<file path="config.mk">
export PLATFORM = sky130hd
export DESIGN_NAME = hdlc_frame_bit_encoder
export DESIGN_NICKNAME = d
export VERILOG_FILES = /design/src/design/hfbe_pkg.sv /design/src/design/hfbe_front.sv /design/src/design/hfbe_queue.sv /design/src/design/hfbe_back.sv /design/src/design/hdlc_frame_bit_encoder.sv
export SDC_FILE = /design/constraint.sdc
export NUM_CORES = 1
export LEC_CHECK = 0
export BUFFER_PORTS_ARGS = -buffer_cell sky130_fd_sc_hd__buf_2
export CORE_ASPECT_RATIO = 0.75
export CORE_MARGIN = 2
export CORE_UTILIZATION = 62
export CTS_CLUSTER_SIZE = 14
export DETAILED_ROUTE_END_ITERATION = 12
export GPL_TIMING_DRIVEN = 0
export PLACE_DENSITY = 0.82
export SYNTH_ARGS = -nofsm -noshare
export SYNTH_HDL_FRONTEND = slang
export SYNTH_SLANG_ARGS = --single-unit
</file>
<file path="constraint.sdc">
create_clock -name clk -period 10.7 [get_ports clk]
set_input_delay 0 -clock clk [delete_from_list [all_inputs] [get_ports clk]]
set_output_delay 0 -clock clk [all_outputs]
set_load 0.1 [all_outputs]
</file>
<file path="src/design/hfbe_pkg.sv">
// shared types, codes and constants for the hdlc frame bit encoder
`timescale 1ns / 1ps

package hfbe_pkg;

    // input action codes
    localparam logic [1:0] ACT_START = 2'd0;
    localparam logic [1:0] ACT_DATA  = 2'd1;
    localparam logic [1:0] ACT_END   = 2'd2;

    // line constants
    localparam logic [7:0]  FLAG_BYTE     = 8'h7E;
    localparam logic [7:0]  FILL_BYTE     = 8'hFF;
    localparam logic [9:0]  PREAMBLE_BITS = 10'h0FF;
    localparam logic [3:0]  PREAMBLE_CNT  = 4'd8;
    localparam int unsigned PREAMBLE_STEPS = 4;
    localparam logic [2:0]  STUFF_LIMIT   = 3'd5;
    localparam logic [15:0] CRC_POLY_REFL = 16'h8408;
    localparam logic [15:0] CRC_INIT      = 16'hFFFF;

    // configuration
    localparam logic [4:0] LEAD_FLAGS_RESET = 5'd6;
    localparam logic [4:0] LEAD_FLAGS_MIN   = 5'd1;
    localparam logic [4:0] LEAD_FLAGS_MAX   = 5'd16;

    // step counter covers preamble plus the longest flag run
    localparam int unsigned STEP_W = 5;
    localparam logic [STEP_W-1:0] END_LAST_STEP = 5'd4;

    // default depth of the command queue
    localparam int unsigned HFBE_QUEUE_DEPTH = 2;

    // command kinds passed from front to back
    typedef enum logic [1:0] {
        KIND_START = 2'd0,
        KIND_DATA  = 2'd1,
        KIND_END   = 2'd2
    } kind_t;

    // one queued command
    typedef struct packed {
        kind_t             kind;
        logic [7:0]        data_byte;
        logic [STEP_W-1:0] last_step;
    } cmd_t;

    // result of encoding one byte
    typedef struct packed {
        logic [9:0] bits;
        logic [3:0] count;
        logic [2:0] ones;
        logic       level;
    } enc_t;

endpackage

</file>
<file path="src/design/hfbe_front.sv">
// front end: config register, request acceptance and classification
`timescale 1ns / 1ps

module hfbe_front (
    input  logic                clk,
    input  logic                rst_n,
    input  logic                cfg_valid,
    output logic                cfg_ready,
    input  logic [4:0]          cfg_data,
    input  logic                in_valid,
    output logic                in_stall,
    input  logic [1:0]          action,
    input  logic [7:0]          data_byte,
    input  logic                q_full,
    output logic                q_push,
    output hfbe_pkg::cmd_t      q_cmd
);
    import hfbe_pkg::*;

    logic [4:0]        lead_flags_reg;
    logic [4:0]        flags_clamped;
    logic              action_ok;
    logic              in_take;

    // config register, always writable
    assign cfg_ready = 1'b1;

    always_ff @(posedge clk or negedge rst_n)
    begin
        if (!rst_n)
        begin
            lead_flags_reg <= LEAD_FLAGS_RESET;
        end
        else if (cfg_valid && cfg_ready)
        begin
            lead_flags_reg <= cfg_data;
        end
    end

    // flag count limited to the legal range
    always_comb
    begin
        if (lead_flags_reg < LEAD_FLAGS_MIN)
            flags_clamped = LEAD_FLAGS_MIN;
        else if (lead_flags_reg > LEAD_FLAGS_MAX)
            flags_clamped = LEAD_FLAGS_MAX;
        else
            flags_clamped = lead_flags_reg;
    end

    // classify the request into a command
    always_comb
    begin
        action_ok         = 1'b1;
        q_cmd.kind        = KIND_DATA;
        q_cmd.data_byte   = data_byte;
        q_cmd.last_step   = '0;
        case (action)
            ACT_START:
            begin
                q_cmd.kind      = KIND_START;
                q_cmd.last_step = STEP_W'(PREAMBLE_STEPS - 1) + flags_clamped;
            end
            ACT_DATA:
            begin
                q_cmd.kind      = KIND_DATA;
                q_cmd.last_step = '0;
            end
            ACT_END:
            begin
                q_cmd.kind      = KIND_END;
                q_cmd.last_step = END_LAST_STEP;
            end
            default:
            begin
                // unknown action is taken and dropped
                action_ok = 1'b0;
            end
        endcase
    end

    // accept when the queue has room
    assign in_stall = q_full;
    assign in_take  = in_valid && !in_stall;
    assign q_push   = in_take && action_ok;

endmodule

</file>
<file path="src/design/hfbe_queue.sv">
// short command queue between front and back
`timescale 1ns / 1ps

module hfbe_queue #(
    parameter int unsigned DEPTH = hfbe_pkg::HFBE_QUEUE_DEPTH
) (
    input  logic                clk,
    input  logic                rst_n,
    input  logic                push,
    input  hfbe_pkg::cmd_t      push_cmd,
    output logic                full,
    input  logic                pop,
    output logic                head_valid,
    output hfbe_pkg::cmd_t      head_cmd
);
    import hfbe_pkg::*;

    localparam int unsigned PTR_W = (DEPTH > 1) ? $clog2(DEPTH) : 1;
    localparam int unsigned CNT_W = $clog2(DEPTH + 1);

    cmd_t               entries_reg [DEPTH];
    logic [PTR_W-1:0]   wr_ptr_reg;
    logic [PTR_W-1:0]   wr_ptr_next;
    logic [PTR_W-1:0]   rd_ptr_reg;
    logic [PTR_W-1:0]   rd_ptr_next;
    logic [CNT_W-1:0]   count_reg;
    logic [CNT_W-1:0]   count_next;
    logic               do_push;
    logic               do_pop;

    assign full       = (count_reg == CNT_W'(DEPTH));
    assign head_valid = (count_reg != '0);
    assign head_cmd   = entries_reg[rd_ptr_reg];
    assign do_push    = push && !full;
    assign do_pop     = pop && head_valid;

    // pointer and count update
    always_comb
    begin
        wr_ptr_next = wr_ptr_reg;
        rd_ptr_next = rd_ptr_reg;
        count_next  = count_reg;
        if (do_push)
            wr_ptr_next = (wr_ptr_reg == PTR_W'(DEPTH - 1)) ? '0 : wr_ptr_reg + 1'b1;
        if (do_pop)
            rd_ptr_next = (rd_ptr_reg == PTR_W'(DEPTH - 1)) ? '0 : rd_ptr_reg + 1'b1;
        if (do_push && !do_pop)
            count_next = count_reg + 1'b1;
        else if (do_pop && !do_push)
            count_next = count_reg - 1'b1;
    end

    always_ff @(posedge clk or negedge rst_n)
    begin
        if (!rst_n)
        begin
            wr_ptr_reg <= '0;
            rd_ptr_reg <= '0;
            count_reg  <= '0;
        end
        else
        begin
            wr_ptr_reg <= wr_ptr_next;
            rd_ptr_reg <= rd_ptr_next;
            count_reg  <= count_next;
        end
    end

    // entry storage
    always_ff @(posedge clk)
    begin
        if (do_push)
            entries_reg[wr_ptr_reg] <= push_cmd;
    end

endmodule

</file>
<file path="src/design/hfbe_back.sv">
// back end: crc, bit stuffing, nrzi coding and the output register
`timescale 1ns / 1ps

module hfbe_back (
    input  logic                clk,
    input  logic                rst_n,
    input  logic                head_valid,
    input  hfbe_pkg::cmd_t      head_cmd,
    output logic                pop,
    output logic                out_valid,
    input  logic                out_stall,
    output logic [9:0]          line_bits,
    output logic [3:0]          bit_count,
    output logic                last
);
    import hfbe_pkg::*;

    // one byte, lsb first, with optional zero stuffing and nrzi
    function automatic enc_t encode_byte(input logic [7:0] b, input logic stuff,
                                         input logic [2:0] ones_in, input logic lvl_in);
        enc_t       r;
        logic [2:0] ones;
        logic       lvl;
        logic [3:0] cnt;
        logic [9:0] bits;
        ones = ones_in;
        lvl  = lvl_in;
        cnt  = '0;
        bits = '0;
        for (int i = 0; i < 8; i++)
        begin
            if (b[i])
            begin
                ones = ones + 3'd1;
                if (ones >= STUFF_LIMIT)
                begin
                    ones = '0;
                    if (stuff)
                    begin
                        bits[cnt] = lvl;
                        cnt       = cnt + 4'd1;
                        lvl       = ~lvl;
                    end
                end
            end
            else
            begin
                ones = '0;
                lvl  = ~lvl;
            end
            bits[cnt] = lvl;
            cnt       = cnt + 4'd1;
        end
        r.bits  = bits;
        r.count = cnt;
        r.ones  = ones;
        r.level = lvl;
        return r;
    endfunction

    // reflected crc-16/x.25 over one byte
    function automatic logic [15:0] crc_byte(input logic [15:0] crc_in, input logic [7:0] b);
        logic [15:0] c;
        c = crc_in ^ {8'h00, b};
        for (int i = 0; i < 8; i++)
        begin
            if (c[0])
                c = (c >> 1) ^ CRC_POLY_REFL;
            else
                c = c >> 1;
        end
        return c;
    endfunction

    logic [STEP_W-1:0] step_reg;
    logic [2:0]        ones_reg;
    logic              level_reg;
    logic [15:0]       fcs_reg;
    logic              out_valid_reg;
    logic [9:0]        line_bits_reg;
    logic [3:0]        bit_count_reg;
    logic              last_reg;

    logic [2:0]        ones_next;
    logic              level_next;
    logic [15:0]       fcs_next;
    logic [9:0]        bits_sel;
    logic [3:0]        count_sel;
    logic [7:0]        enc_byte;
    logic              enc_stuff;
    logic              use_enc;
    logic [15:0]       fcs_inv;
    logic              fire;
    logic              is_last;
    enc_t              enc;

    assign fire    = head_valid && (!out_valid_reg || !out_stall);
    assign is_last = (step_reg == head_cmd.last_step);
    assign pop     = fire && is_last;
    assign fcs_inv = ~fcs_reg;

    // pick the byte and stuffing mode for this step
    always_comb
    begin
        enc_byte  = FLAG_BYTE;
        enc_stuff = 1'b0;
        use_enc   = 1'b1;
        case (head_cmd.kind)
            KIND_START:
            begin
                use_enc = (step_reg >= STEP_W'(PREAMBLE_STEPS));
            end
            KIND_DATA:
            begin
                enc_byte  = head_cmd.data_byte;
                enc_stuff = 1'b1;
            end
            KIND_END:
            begin
                case (step_reg)
                    5'd0:
                    begin
                        enc_byte  = fcs_inv[7:0];
                        enc_stuff = 1'b1;
                    end
                    5'd1:
                    begin
                        enc_byte  = fcs_inv[15:8];
                        enc_stuff = 1'b1;
                    end
                    5'd2:    enc_byte = FLAG_BYTE;
                    default: enc_byte = FILL_BYTE;
                endcase
            end
            default:
            begin
                use_enc = 1'b0;
            end
        endcase
    end

    assign enc = encode_byte(enc_byte, enc_stuff, ones_reg, level_reg);

    // next line state and result word
    always_comb
    begin
        ones_next  = ones_reg;
        level_next = level_reg;
        fcs_next   = fcs_reg;
        bits_sel   = PREAMBLE_BITS;
        count_sel  = PREAMBLE_CNT;
        if (use_enc)
        begin
            bits_sel   = enc.bits;
            count_sel  = enc.count;
            ones_next  = enc.ones;
            level_next = enc.level;
        end
        if (head_cmd.kind == KIND_DATA)
            fcs_next = crc_byte(fcs_reg, head_cmd.data_byte);
        // frame start clears the line state
        if (head_cmd.kind == KIND_START && step_reg == '0)
        begin
            ones_next  = '0;
            level_next = 1'b1;
            fcs_next   = CRC_INIT;
        end
    end

    // control and line state
    always_ff @(posedge clk or negedge rst_n)
    begin
        if (!rst_n)
        begin
            step_reg      <= '0;
            ones_reg      <= '0;
            level_reg     <= 1'b1;
            fcs_reg       <= CRC_INIT;
            out_valid_reg <= 1'b0;
        end
        else
        begin
            if (fire)
            begin
                step_reg      <= is_last ? '0 : step_reg + 1'b1;
                ones_reg      <= ones_next;
                level_reg     <= level_next;
                fcs_reg       <= fcs_next;
                out_valid_reg <= 1'b1;
            end
            else if (!out_stall)
            begin
                out_valid_reg <= 1'b0;
            end
        end
    end

    // output payload register
    always_ff @(posedge clk)
    begin
        if (fire)
        begin
            line_bits_reg <= bits_sel;
            bit_count_reg <= count_sel;
            last_reg      <= is_last;
        end
    end

    assign out_valid = out_valid_reg;
    assign line_bits = line_bits_reg;
    assign bit_count = bit_count_reg;
    assign last      = last_reg;

endmodule

</file>
<file path="src/design/hdlc_frame_bit_encoder.sv">
// top level of the hdlc frame bit encoder
`timescale 1ns / 1ps

// HDLC line encoder for AX.25 frames: preamble, flags, stuffed NRZI data, FCS.
// Input channel (in_valid/in_stall): action 0 starts a frame, 1 sends data_byte,
// 2 ends the frame; action 3 is taken and dropped. Output channel
// (out_valid/out_stall): line_bits holds bit_count (8..10) line levels, first
// in bit 0; last marks the final result of a request.
// Results per request: start gives 4 preamble words plus lead_flags (clamped to 1..16) flags,
// data gives 1, end gives 5 (two FCS bytes, a flag, two fill bytes).
// The config channel (cfg_valid/cfg_ready/cfg_data) writes lead_flags; it is
// always ready. The user writes it only while no frame work is pending; the
// block does not enforce this. Results pass the queue and output register.
// The back end gives one result per cycle while out_stall is low, so data
// bytes then go at one per cycle; a start holds it for its preamble and flag
// words, an end for its five words. The command queue (QUEUE_DEPTH entries)
// lets requests keep coming in while the back end works through a longer
// request. Reset clears the queue and output valid, sets lead_flags to 6,
// the line level to one and the FCS to all ones. While out_stall is high the
// result holds, the back end waits, and in_stall rises once the queue is full.
module hdlc_frame_bit_encoder #(
    parameter int unsigned QUEUE_DEPTH = hfbe_pkg::HFBE_QUEUE_DEPTH
) (
    input  logic        clk,
    input  logic        rst_n,
    input  logic        cfg_valid,
    output logic        cfg_ready,
    input  logic [4:0]  cfg_data,
    input  logic        in_valid,
    output logic        in_stall,
    input  logic [1:0]  action,
    input  logic [7:0]  data_byte,
    output logic        out_valid,
    input  logic        out_stall,
    output logic [9:0]  line_bits,
    output logic [3:0]  bit_count,
    output logic        last
);
    import hfbe_pkg::*;

    logic q_full;
    logic q_push;
    cmd_t q_cmd;
    logic q_pop;
    logic head_valid;
    cmd_t head_cmd;

    // request acceptance and classification
    hfbe_front u_front (
        .clk       (clk),
        .rst_n     (rst_n),
        .cfg_valid (cfg_valid),
        .cfg_ready (cfg_ready),
        .cfg_data  (cfg_data),
        .in_valid  (in_valid),
        .in_stall  (in_stall),
        .action    (action),
        .data_byte (data_byte),
        .q_full    (q_full),
        .q_push    (q_push),
        .q_cmd     (q_cmd)
    );

    // command queue
    hfbe_queue #(
        .DEPTH (QUEUE_DEPTH)
    ) u_queue (
        .clk        (clk),
        .rst_n      (rst_n),
        .push       (q_push),
        .push_cmd   (q_cmd),
        .full       (q_full),
        .pop        (q_pop),
        .head_valid (head_valid),
        .head_cmd   (head_cmd)
    );

    // line encoding
    hfbe_back u_back (
        .clk        (clk),
        .rst_n      (rst_n),
        .head_valid (head_valid),
        .head_cmd   (head_cmd),
        .pop        (q_pop),
        .out_valid  (out_valid),
        .out_stall  (out_stall),
        .line_bits  (line_bits),
        .bit_count  (bit_count),
        .last       (last)
    );

`ifndef SYNTH
    // result width stays within one byte plus two stuffed bits
    assert property (@(posedge clk) disable iff (!rst_n)
        out_valid |-> (bit_count == 4'd8 || bit_count == 4'd9 || bit_count == 4'd10))
        else $error("bit_count out of range");

    // bits above the count are zero
    assert property (@(posedge clk) disable iff (!rst_n)
        (out_valid && bit_count == 4'd8) |-> (line_bits[9:8] == 2'b00))
        else $error("stray bits above an 8 bit result");

    assert property (@(posedge clk) disable iff (!rst_n)
        (out_valid && bit_count == 4'd9) |-> (line_bits[9] == 1'b0))
        else $error("stray bit above a 9 bit result");

    // a new result is only loaded once the previous one was taken
    assert property (@(posedge clk) disable iff (!rst_n)
        (out_valid && out_stall) |=> (out_valid && $stable(line_bits) && $stable(last)))
        else $error("stalled result changed");
`endif

endmodule

</file>
==> results.cfg, run 1 <==
[cells_and_area]
diodes = 0
finalNetCount = 1105
drive_above_1_share_pct = 18.2
fin_cells = 1202
nFillCells = 912
area_delta_synth_final_pct = 13.8
largest_reg_flops = 30

[clock_network]
tritoncts = built
cts_buffer_depth = 2
cts-htree-levels = 3
clock_sinks = 80
path_clk_slew_ps = 60
cts_root_buf = clkbuf_16
cts_buffers = 9
insertion_delay_ps = 340

[setup_path]
worst_path_most_repeated_cell = ha_1
worstSetupPathType = flop to flop
r2r_start = u_queue.rd_ptr_reg
endpoint = u_back.line_bits[7]
r2r_cells = 39
crit_fanout = 16
r2r_end = u_back.line_bits[7]
crit_path_start_kind = flop
startpoint = u_queue.rd_ptr_reg
cp.arrival_ps = 10140
end_kind = flop
slowest_stage = xnor3_1
cp.required_ps = 10780
critPathMaxStageDelay_ps = 510
r2r_setup_slack_ps = 640

[synth]
ys_warn_count = 0
ys_top_cells_by_area = edfxtp_1 (16%), ha_1 (8.8%), dfstp_2 (5.9%)
synth_fp_nets = 1033
netlist_top_cells_count = nand2_1 (85), nor2_1 (80), ha_1 (59), inv_1 (54), o21ai_0 (47)
netlist_instances = 954
synth_enable_flop_cells = 45
synth_cell_types = 96
async_flop_share_pct = 43.8
yosysSeqAreaShare_pct = 26.7
synth.most_common_cell = nand2_1
yosys.area.top_type = edfxtp_1
syn-cell-area_um2 = 8430
syn_area_per_cell_um2 = 8.84
ys_ff_latch = 80
synth_top_flop_cell = edfxtp_1
yosysTopAreaCellShare_pct = 16.0

[sta]
setup_violations = 0
fin_crit_sh_pct = 94.1
final_max_slew_viol_count = 0
maxClockFrequency_mhz = 99.4
hold_violations = 0
tightest_slew_ps = 930
max_slew_margin_pct = 37.4
fin_worst_skew_ps = 7.41
fin_crit_ps = 10060

[route]
ant_nets = 0
vias_per_cell = 6.56
num_vias = 7887
drt_pass1_iterations = 5
drc = 0
wl_per_cell_um = 18.7
drt-total-wl_um = 22400
initialDrtViolationCount = 881

[global_route]
grt_pass1_vias = 7208
grt.total_usage_pct = 29.9
gr-total-overflow = 0
grt_antenna_before_repair = 0
grt_max_degree = 36
grt_pass1_wl_um = 36000

[place]
dpl.hpwl_um = 16100
dp_cells = 1161
port_buffers = 36
gp_congestion = 0.935

[status]
status = finished clean

[min_path]
hp-class = input port to flop
min_from = cfg_valid

[flow_run]
drv_cap = 0

[floorplanning]
die_area_um2 = 14600
core_um2 = 13200
ios = 38
rows = 36
dieHeight_um = 105
start_util_pct = 64.1
dieWidth_um = 139
==> cell type report <==
type,instances,area [um2],share of cell area [%]
Buffer,27,140,1.46
Multi-Input combinational cell,788,6010,62.7
Clock buffer,12,236,2.47
Sequential cell,80,2250,23.5
Clock inverter,4,93.8,0.978
Tap cell,171,214,2.23
Inverter,56,210,2.19
Timing Repair Buffer,64,435,4.54
==> how the worst min path moves through the flow <==
stage                                      to  slack [ps]  cells past startpoint
floorplan                  u_back.ones_reg[0]        -300                      0
detailed placement  u_front.lead_flags_reg[0]         120                      1
CTS                 u_front.lead_flags_reg[2]         0.2                      2
global route        u_front.lead_flags_reg[2]          30                      2
global placement    u_front.lead_flags_reg[0]         120                      1
finish              u_front.lead_flags_reg[2]          20                      2
==> metrics by stage <==
step / hold WS (ps) / instance area, um2 / setup slack (ps) / TNS, ps / util [%]
after floorplan: -296 / 8430 / 927 / 0 / -
after global placement: 121 / 8820 / -648 / -5720 / 67.1
after detailed placement: 118 / 8820 / -796 / -7480 / 67.1
after CTS: 0.214 / 9340 / 42.2 / 0 / 71.0
after global routing: 27.0 / 9590 / -108 / -412 / 72.9
final: 16.9 / 9590 / 636 / 0 / 72.9
==> cell families (layout without fill, tap and decap cells) <==
group | count (synthesis) | after routing | share of synthesized area [%]
AOI/OAI and AO/OA | 233 | 233 | 20.2
xor gates and xnor gates | 90 | 90 | 11.6
adders and majority gates | 62 | 62 | 9.11
buffers and inverters | 86 | 163 | 4.19
DFF | 80 | 80 | 26.7
muxes | 60 | 60 | 7.42
other | 1 | 1 | 0.0445
and+or+nand+nor | 342 | 342 | 20.7
==> what timing repair did <==
action	CTS	global route
hold buffers	18	0
resized for setup	5	39
hold endpoints to repair	38	0
pin swaps	0	5
buffers inserted	0	10
setup endpoints to repair	12	13
gates cloned	0	0
==> worst max-delay path: cells and delay by family, from the launching register on <==
kind                       cells  cell delay [ps]
and+or+nand+nor               13             2520
DFF                            1              340
adders and majority gates      7             2070
buffers and inverters          6              670
xor gates and xnor gates       2              910
AOI/OAI and AO/OA             10             2890
muxes                          1              390
==> cell usage in the layout, fill, tap and decap left out, types with 5 or more instances in the layout <==
| master | instances |
|---|---|
| dlygate4sd3_1 | 18 |
| xnor2_1 | 40 |
| nor3_2 | 5 |
| nor2b_1 | 13 |
| mux2_2 | 20 |
| or3_1 | 5 |
| and2_1 | 15 |
| buf_4 | 11 |
| o21ai_0 | 45 |
| o31ai_1 | 7 |
| a32oi_1 | 18 |
| dfrtp_1 | 15 |
| a21oi_2 | 5 |
| a211oi_1 | 6 |
| nor4_1 | 6 |
| a31oi_1 | 10 |
| xnor2_4 | 5 |
| o211ai_1 | 5 |
| nand2_1 | 85 |
| and3_1 | 23 |
| xor2_1 | 30 |
| clkbuf_1 | 20 |
| xnor2_2 | 6 |
| a21o_1 | 9 |
| clkbuf_16 | 9 |
| nor3_1 | 18 |
| nand4_1 | 7 |
| a22oi_1 | 7 |
| nand2b_1 | 9 |
| nor2_1 | 79 |
| o22ai_1 | 9 |
| inv_1 | 52 |
| nand3_1 | 43 |
| edfxtp_1 | 45 |
| mux2i_1 | 35 |
| ha_1 | 53 |
| a21oi_1 | 43 |
| dfstp_2 | 19 |
| buf_2 | 38 |
==> routing by layer <==
metal	part of all wire, %	GRT usage [%]
met1	45	44.1
met2	44	46.2
met3	9.8	5.50
met4	0.95	5.70
met5	0	0
Power of run 1 is not shown: default switching activity piles up to over one toggle a cycle in this logic, so the estimate is an artifact.
==> inputs of run 2 (changes only) <==
--- a/config.mk
+++ b/config.mk
@@ -8,11 +8,11 @@
 export BUFFER_PORTS_ARGS = -buffer_cell sky130_fd_sc_hd__buf_2
 export CORE_ASPECT_RATIO = 0.75
 export CORE_MARGIN = 2
-export CORE_UTILIZATION = 62
+export CORE_UTILIZATION = 64
 export CTS_CLUSTER_SIZE = 14
 export DETAILED_ROUTE_END_ITERATION = 12
 export GPL_TIMING_DRIVEN = 0
-export PLACE_DENSITY = 0.82
+export PLACE_DENSITY = 0.84
 export SYNTH_ARGS = -nofsm -noshare
 export SYNTH_HDL_FRONTEND = slang
 export SYNTH_SLANG_ARGS = --single-unit
==> constraint.sdc (replaced) <==
create_clock -name clk -period 10.7 [get_ports clk]
set_input_delay 2.14 -clock clk [delete_from_list [all_inputs] [get_ports clk]]
set_output_delay 2.14 -clock clk [all_outputs]
set_load 0.1 [all_outputs]
==> results.cfg, run 2 (synthesized netlist as in run 1, its figures left out) <==
[setup_path]
worst_path_most_repeated_cell = inv_1
path_depth = 50
end_kind = flop
crit_fanout = 16
worstSetupPathType = flop to flop
r2r_end = u_back.line_bits[9]
cp.required_ps = 10880
path_buf_inv = 11
cp.arrival_ps = 10300
endpoint = u_back.line_bits[9]
startpoint = u_queue.rd_ptr_reg
r2r_setup_slack_ps = 590
r2r_cells = 50
crit_family = simple AND/OR/NAND/NOR gates
r2r_start = u_queue.rd_ptr_reg
crit_path_start_kind = flop
slowest_stage = or4_4
critPathMaxStageDelay_ps = 600

[global_route]
grt_max_degree = 36
grt_pass1_wl_um = 34000
gr-total-overflow = 0
grt_use_met3_pct = 5.41
grt_pass1_vias = 6838
grt-busiest-layer = met1
grt_antenna_before_repair = 0
grt.total_usage_pct = 30.4
met1_usage_pct = 46.6
grtUsageMet2_pct = 45.5

[route]
ant_nets = 0
num_vias = 7732
wl_per_cell_um = 18.3
initialDrtViolationCount = 872
drc = 0
vias_per_cell = 6.53
drt_pass1_iterations = 6
drt-total-wl_um = 21700

[sta]
hold_violations = 0
maxClockFrequency_mhz = 98.9
setup_violations = 0
fin_crit_ps = 10110
fin_worst_skew_ps = 4.07
fin_crit_sh_pct = 94.5
final_max_slew_viol_count = 0
tightest_slew_ps = 824
max_slew_margin_pct = 45.0

[min_path]
hp-class = flop to flop
hold_depth = 2

[status]
status = finished clean

[cells_and_area]
nFillCells = 943
post-route-cell-area_um2 = 9390
area_delta_synth_final_pct = 11.4
mostFrequentLayoutCells = nand2_1 (85), nor2_1 (79), inv_1 (53)
diodes = 0
finalNetCount = 1087
mostFrequentLayoutCell = nand2_1
drive_above_1_share_pct = 19.3
largest_reg_flops = 30

[floorplanning]
dieWidth_um = 137
ios = 38
die_area_um2 = 14100
rows = 36
dieHeight_um = 103
core_um2 = 12900
start_util_pct = 65.2

[clock_network]
cts_buffers = 9
path_clk_slew_ps = 60
cts-htree-levels = 3
cts_hold_buf = 0
tritoncts = built
insertion_delay_ps = 340
clock_sinks = 80
cts_root_buf = clkbuf_16
cts_buffer_depth = 2

[place]
gp_congestion = 0.939
dpl.hpwl_um = 15700
postPlaceCellArea_um2 = 8820
port_buffers = 36

[flow_run]
drv_cap = 0
==> run 2: per-layer routing <==
| layer | wire (um) | vias up | part of all wire (%) |
|---|---|---|---|
| met3 | 1780 | 31 | 8.2 |
| met5 | 0 | - | 0 |
| met1 | 10200 | 3694 | 47 |
| met4 | 228 | 0 | 1.1 |
| li1 | - | 3628 | - |
| met2 | 9520 | 379 | 44 |
==> run 2: what timing repair did <==
action	CTS	global route
pin swaps	0	4
endpoints found under the setup margin	12	13
buffers inserted	0	10
gates resized for setup	5	48
==> run 2: worst min-delay path by stage <==
stage | startpoint | to
after CTS | u_back.fcs_reg[11] | u_back.fcs_reg[11]
after floorplan | u_back.fcs_reg[11] | u_back.fcs_reg[11]
final | u_back.out_valid | u_back.out_valid
after global placement | u_back.fcs_reg[11] | u_back.fcs_reg[11]
after global routing | u_back.fcs_reg[11] | u_back.fcs_reg[11]
after detailed placement | u_back.fcs_reg[11] | u_back.fcs_reg[11]
==> run 2: metrics by stage <==
stage	worst slack, ps	hold slack (ps)	util (%)	instances	setup TNS (ps)
2_1_floorplan	927	449	-	954	0
3_3_place_gp	-674	457	68.3	1161	-6080
3_5_place_dp	-775	469	68.3	1161	-7330
4_1_cts	1.58	484	70.3	1175	0
5_1_grt	-129	526	72.6	1184	-428
6_report	588	494	72.6	1184	0
==> run 2: worst reg2reg max path: cells and delay by family, from the launching register on <==
| family | cells | cell delay, ps |
|---|---|---|
| adders and majority gates | 9 | 2400 |
| and+or+nand+nor | 18 | 3520 |
| AOI/OAI and AO/OA | 8 | 1600 |
| xor gates and xnor gates | 3 | 500 |
| buffers and inverters | 11 | 1240 |
| DFF | 1 | 340 |
| muxes | 1 | 350 |
==> run 2: final cells by class <==
cell class              instances  area [um2]  share of cell area [%]
clock buffers                  12         236                    2.52
repair buffers                 46         255                    2.72
inverters                      56         210                    2.24
plain buffers                  27         141                    1.51
clock inverters                 4        21.3                   0.227
flip-flops and latches         80        2250                    24.0
well taps                     171         214                    2.28
multi-input cells             788        6060                    64.5
Power of run 2 is left out for the same reason.
